File: src/hw/rtl/pwa_pkg.sv
`default_nettype none
package pwa_pkg;

  typedef enum logic [1:0] {
    CMD_ADD   = 2'd0,
    CMD_FRAME = 2'd1,
    CMD_READ  = 2'd2,
    CMD_BEGIN = 2'd3
  } cmd_t;

  typedef struct packed {
    logic [1:0]  command;
    logic [9:0]  pixel_index;
    logic [15:0] sample_temp;
    logic [15:0] ambient_temp;
  } in_word_t;

  typedef struct packed {
    logic [15:0] mean_temp;
    logic [7:0]  sigma_code;
    logic [15:0] frame_count;
    logic [15:0] ambient_mean;
    logic        index_ok;
  } out_word_t;

  localparam int unsigned MEAN_W   = 32;
  localparam int unsigned DEV_W    = 48;
  localparam int unsigned DIVD_W   = 54;
  localparam int unsigned DIVS_W   = 17;
  localparam logic [15:0] FRAMES_MAX = 16'hFFFF;
  localparam logic [15:0] STEP_RESET = 16'd205;

endpackage
`default_nettype wire

File: src/hw/rtl/pwa_div.sv
`default_nettype none
module pwa_div
  import pwa_pkg::*;
(
  input  wire logic              clk,
  input  wire logic              rst,
  input  wire logic              start,
  input  wire logic [DIVD_W-1:0] dividend,
  input  wire logic [DIVS_W-1:0] divisor,
  output logic                   busy,
  output logic                   done,
  output logic      [DIVD_W-1:0] quotient
);

  localparam int unsigned CNT_W = $clog2(DIVD_W + 1);

  logic [DIVS_W-1:0] dvs;
  logic [DIVS_W-1:0] rem;
  logic [CNT_W-1:0]  cnt;
  logic [DIVS_W:0]   rem_sh;
  logic              fits;

  // one quotient bit per cycle, restoring
  assign rem_sh = {rem, quotient[DIVD_W-1]};
  assign fits   = rem_sh >= {1'b0, dvs};

  always_ff @(posedge clk) begin
    if (rst) begin
      busy <= 1'b0;
      done <= 1'b0;
      cnt  <= '0;
    end else begin
      done <= 1'b0;
      if (start) begin
        busy     <= 1'b1;
        cnt      <= CNT_W'(DIVD_W);
        quotient <= dividend;
        dvs      <= divisor;
        rem      <= '0;
      end else if (busy) begin
        rem      <= fits ? DIVS_W'(rem_sh - {1'b0, dvs}) : rem_sh[DIVS_W-1:0];
        quotient <= {quotient[DIVD_W-2:0], fits};
        cnt      <= cnt - CNT_W'(1);
        if (cnt == CNT_W'(1)) begin
          busy <= 1'b0;
          done <= 1'b1;
        end
      end
    end
  end

endmodule
`default_nettype wire

File: config.mk
export PLATFORM = sky130hd
export DESIGN_NAME = pwa_div
export DESIGN_NICKNAME = d
export VERILOG_FILES = /design/src/hw/rtl/pwa_pkg.sv /design/src/hw/rtl/pwa_div.sv
export SDC_FILE = /design/constraint.sdc
export NUM_CORES = 1
export LEC_CHECK = 0
export ABC_AREA = 0
export BUFFER_PORTS_ARGS = -buffer_cell sky130_fd_sc_hd__clkbuf_2
export CORE_AREA = 2 2 122 124
export CTS_CLUSTER_DIAMETER = 120
export CTS_CLUSTER_SIZE = 14
export DETAILED_ROUTE_END_ITERATION = 8
export DIE_AREA = 0 0 124 126
export PLACE_DENSITY = 0.65
export SYNTH_ARGS = -nofsm -noshare
export SYNTH_HDL_FRONTEND = slang
export SYNTH_SLANG_ARGS = --single-unit
File: constraint.sdc
create_clock -name clk -period 8.52 [get_ports clk]
set_clock_uncertainty 0.15 [all_clocks]
set_input_delay 0.426 -clock clk [delete_from_list [all_inputs] [get_ports clk]]
set_output_delay 0.426 -clock clk [all_outputs]
set_load 0.02 [all_outputs]
Word-level counts from Yosys, hierarchy flattened --
Index checks and enable logic that the tools add are counted.
Storage, ports and cells: bits in registers 96, bits in latches 0, RAM bits 0, memory bits (read-only) 0, bits of input ports 74, logic and storage cells 28, memories 0
Cells by class: $add $sub $neg 2, multipliers 0, div/mod/pow operators 0, magnitude comparators 1, eq/ne operators 1, shift-type cells 0, mux-type cells 10, bitwise operators 2, reduce and logical (&&, ||, !) cells 5
Operators with widths (count):
- 2-to-1 mux 54 bit | 2
- 2-to-1 mux 17 bit | 2
- >= comparator 18 x 17 -> 1 bit | 1
- subtractor 17 bit | 1
- 2-to-1 mux 6 bit | 2
- == test 6 x 1 -> 1 bit, second input constant | 1
- subtractor 6 x 1 -> 6 bit, second input constant | 1
- 2-to-1 mux 1 bit | 4
- AND reduction 2 bit | 2
- OR reduction 3 bit | 1
- inverter 1 bit | 2
- nonzero test 2 bit | 1
- OR reduction 2 bit | 1

Depth between registers and ports, before layout --
depth in word-level cells 4, gate-level depth with buffers 11

Worst setup path after synthesis --
No wires, ideal clock.
kind in2reg, from in start, to reg quotient[0] (enable), arrival 4.033 ns, data required time 7.869 ns, slack 3.837 ns, stages 4, cell sequence clkbuf_1 -> clkbuf_1 -> nor2_1 -> nor2_1
Between the ends: cells in the longest elaborated chain, start to end 2
Ends and longest elaborated chain:
- start, declared | RTL line pwa_div.sv:7 | input wire logic start,
- nonzero test 2 bit (no source line)
- AND reduction 2 bit (no source line)
- end signal, assigned | RTL line pwa_div.sv:37 | quotient <= dividend;
- end signal, assigned | RTL line pwa_div.sv:42 | quotient <= {quotient[DIVD_W-2:0], fits};
- end, declared | RTL line pwa_div.sv:12 | output logic [DIVD_W-1:0] quotient
No other way between the ends. A chain may end at the register's enable or synchronous reset.

Worst setup path after layout --
from reg quotient[53], to reg quotient[0], data pin
Between the ends: cells in the longest elaborated chain, start to end 3
Ends and longest elaborated chain:
- >= comparator 18 x 17 -> 1 bit | RTL line pwa_div.sv:25 | assign fits = rem_sh >= {1'b0, dvs};
- 2-to-1 mux 54 bit | RTL line pwa_div.sv:40 | end else if (busy) begin
- 2-to-1 mux 54 bit | RTL line pwa_div.sv:34 | if (start) begin
No other way between the ends. The select of a mux whose other input is x is not followed.

==> results.cfg <==
[synthesis]
asyncSetResetFlopFracSynth_pct = 0
synth_flop_cell = sky130_fd_sc_hd__edfxtp_1
synth-seq-cells = 96
synth.yosys.seq_area_share_pct = 56.91
syn_nets = 478
synth_warnings = 0
synth_top_area_cell = sky130_fd_sc_hd__edfxtp_1
netlist_top_cells_area = sky130_fd_sc_hd__edfxtp_1, sky130_fd_sc_hd__mux2_2, sky130_fd_sc_hd__ha_1
mappedNetlistArea_um2 = 4925
number_of_flops_mapped_to_enable_cells_by_yosys = 88
post_synth_num_cell_types = 54
synth_area_per_cell_um2 = 12.82
synth.top_cell.area_share_pct = 53.66
synth_cells = 384

[floorplan]
die_y_um = 126
placementRows = 44
core_region_area_um2 = 14310
start_util_pct = 34.41
top_level_ports = 130
dieWidth_um = 124
dieArea_um2 = 15620

[routing]
wirelength_um = 11050
ant_nets = 0
detail_route.iter0.violations = 179
firstDrtPassIters = 4
routed-via-count = 3546
wire_per_inst_um = 15.90
avgViaCountPerCell = 5.102
drt_drc_violations_left = 0

[power_and_ir_drop]
design_power_total_mw = 1.227
static-leakage-power_nw = 2.425
power.ir.vdd_worst_uv = 101.7
power_density_nw_per_um2 = 203.8

[grt]
first_global_vias = 3615
grt_max_degree = 73
overall_global_routing_resource_usage_pct = 14.49
overflow = 0
number_of_antenna_violations_at_the_first_check_in_global_routing = 0
grt_first_pass_wirelength_um = 17700

[sta]
post-route-min-period_ns = 3.379
max_freq_ghz = 0.2959
timing.setup.tns_ns = 0
max_slew_margin_pct = 23.95
finalMaxSlewViolations = 0
setup_viol = 0
final.setup.worst_slack_ns = 5.141
worst-slew-pin-transition_ns = 1.133
setup_repair_after_global_routing_missed_its_margin = false
layout_worst_path_cycle_share_pct = 39.66
finalHoldViolations = 0

[clock_tree]
cts-htree-levels = 3
clk_pin_slew_worst_setup_hold_paths_ns = 0.08
cts.path.max_buffers = 2
ctsHoldBuffers = 0
numCtsBuffers = 9
cts_repair_resize_count = 0
cts_num_sinks = 96
worstSkewPairLatency_ns = 0.35
cts_tree = yes
post_cts_setup_buffers = 0
clock_root_buffer = sky130_fd_sc_hd__clkbuf_16

[cells_and_area]
fillCellCount = 1366
ant_cells = 0
net_total_in_the_final_layout = 600
area_growth_pct = 22.23
layout.cell_area.non_filler_um2 = 6020
post_route_cells_drive_above_1_share_pct = 42.07

[critical_path]
crit_path_max_incr_delay_ns = 0.52
required_ns = 8.47
crit_path_start_kind = flip-flop
arrival_ns = 3.33
crit_chain = inv_1 > ha_1 > inv_1 > fa_1 > a21o_1 > a221oi_4 > o21ai_2 > o21ai_2 > nand2_2 > mux2_2
crit_path_top_delay_cell = sky130_fd_sc_hd__o21ai_2
end_kind = flip-flop
worst-path-max-fanout = 13
critPathTopFamily = compound AO/OA/AOI/OAI gates
critical_path.n_buffers_inverters = 2
critPathKind = reg -> reg

[place]
place.gp.congestion = 0.8686
preCtsSetupSlack_ns = 5.173
dpl-instance-area_um2 = 5728
port-buffer-count = 129
hpwlAfterDp_um = 7937

[status]
run_status = finished clean

[worst_hold_path]
worst_hold_path_type = in -> reg

[flow_run]
number_of_maximum_capacitance_violations = 0
## registers in the layout, indices dropped and copies added (netlist names)
name	cells
quotient	54
dvs	17
rem	17
cnt	6
busy	1
done	1
## final cells by class
cell class	instances	area, um^2	share of cell area [%]
multi-input combinational	243	1937	32.18
clock buffer	9	225.2	3.741
clock inverter	7	66.31	1.102
sequential	96	2803	46.56
inverter	24	90.09	1.497
tap	184	230.2	3.825
timing repair buffer	132	668.1	11.10
## path summary, 6_finish.rpt
check / start / slack [ns] / end / cells past startpoint
setup / recovery: quotient[53] / 5.14 / quotient[0] / 10
hold / removal: divisor[10] / 0.1 / dvs[10] / 1
setup reg to reg: quotient[53] / 5.14 / quotient[0] / 10
hold reg to reg: cnt[1] / 0.43 / cnt[1] / 2
## per-layer routing
metal	track usage (%)	routed length, um
met1	17.80	4578
met2	23.82	5509
met3	5.480	855
met4	3.966	104
met5	0	0
## cells by family after synthesis
family / synth area share, %
compound gates: 12.40
simple gates: 7.063
xor+xnor: 2.134
mux: 12.35
fa+ha+maj: 5.234
flops: 56.91
buf+inv: 3.913
## layout by cell type (no fill, tap or decap), types with 2 or more instances in the layout
cell / instances
sky130_fd_sc_hd__clkbuf_16: 9
sky130_fd_sc_hd__inv_8: 2
sky130_fd_sc_hd__o32ai_1: 2
sky130_fd_sc_hd__xnor2_1: 7
sky130_fd_sc_hd__o211ai_1: 2
sky130_fd_sc_hd__nor2b_1: 2
sky130_fd_sc_hd__mux2_2: 54
sky130_fd_sc_hd__a21oi_1: 26
sky130_fd_sc_hd__xor2_1: 5
sky130_fd_sc_hd__dfxtp_1: 8
sky130_fd_sc_hd__clkbuf_2: 129
sky130_fd_sc_hd__a211oi_1: 5
sky130_fd_sc_hd__edfxtp_1: 88
sky130_fd_sc_hd__and3_1: 2
sky130_fd_sc_hd__nor2_1: 12
sky130_fd_sc_hd__inv_6: 4
sky130_fd_sc_hd__o21ai_1: 2
sky130_fd_sc_hd__o2111ai_1: 2
sky130_fd_sc_hd__or3_1: 2
sky130_fd_sc_hd__ha_1: 19
sky130_fd_sc_hd__o21ai_0: 12
sky130_fd_sc_hd__o21ai_2: 3
sky130_fd_sc_hd__inv_1: 24
sky130_fd_sc_hd__a31oi_1: 6
sky130_fd_sc_hd__buf_4: 3
sky130_fd_sc_hd__o21a_1: 7
sky130_fd_sc_hd__a21o_1: 5
sky130_fd_sc_hd__nand4_1: 3
sky130_fd_sc_hd__nand2_1: 15
sky130_fd_sc_hd__nor3_1: 13
sky130_fd_sc_hd__nand3_1: 13
## cell usage after synthesis (all sizes together) (2+ instances only)
| cell | instances |
|---|---|
| xnor2 | 7 |
| o2111ai | 2 |
| dfxtp | 8 |
| nand3 | 13 |
| nand2 | 16 |
| inv | 24 |
| o21a | 7 |
| clkbuf | 13 |
| a21oi | 26 |
| ha | 19 |
| and3 | 3 |
| o22ai | 2 |
| buf | 8 |
| a31oi | 6 |
| o32ai | 3 |
| mux2 | 54 |
| or3 | 2 |
| o21ai | 17 |
| nor2 | 13 |
| a221oi | 2 |
| nand4 | 3 |
| o211ai | 3 |
| edfxtp | 88 |
| a21o | 6 |
| a211oi | 5 |
| xor2 | 5 |
| nor3 | 13 |
| nor2b | 2 |
## per-stage QoR
stage	instances	hold slack [ns]	util, %
after floorplan	384	0.3749	-
after global placement	679	0.4019	40.02
after detailed placement	679	0.4128	40.02
after CTS	695	0.08237	42.05
after global routing	695	0.08395	42.05
final	695	0.09658	42.05
## power by group
part / total, mW / internal, mW / switching, mW
registers: 0.579 / 0.559 / 0.0192
logic: 0.248 / 0.104 / 0.143
clock network: 0.400 / 0.207 / 0.193
total: 1.23 / 0.871 / 0.356
Power figures use the tool's default switching activity.
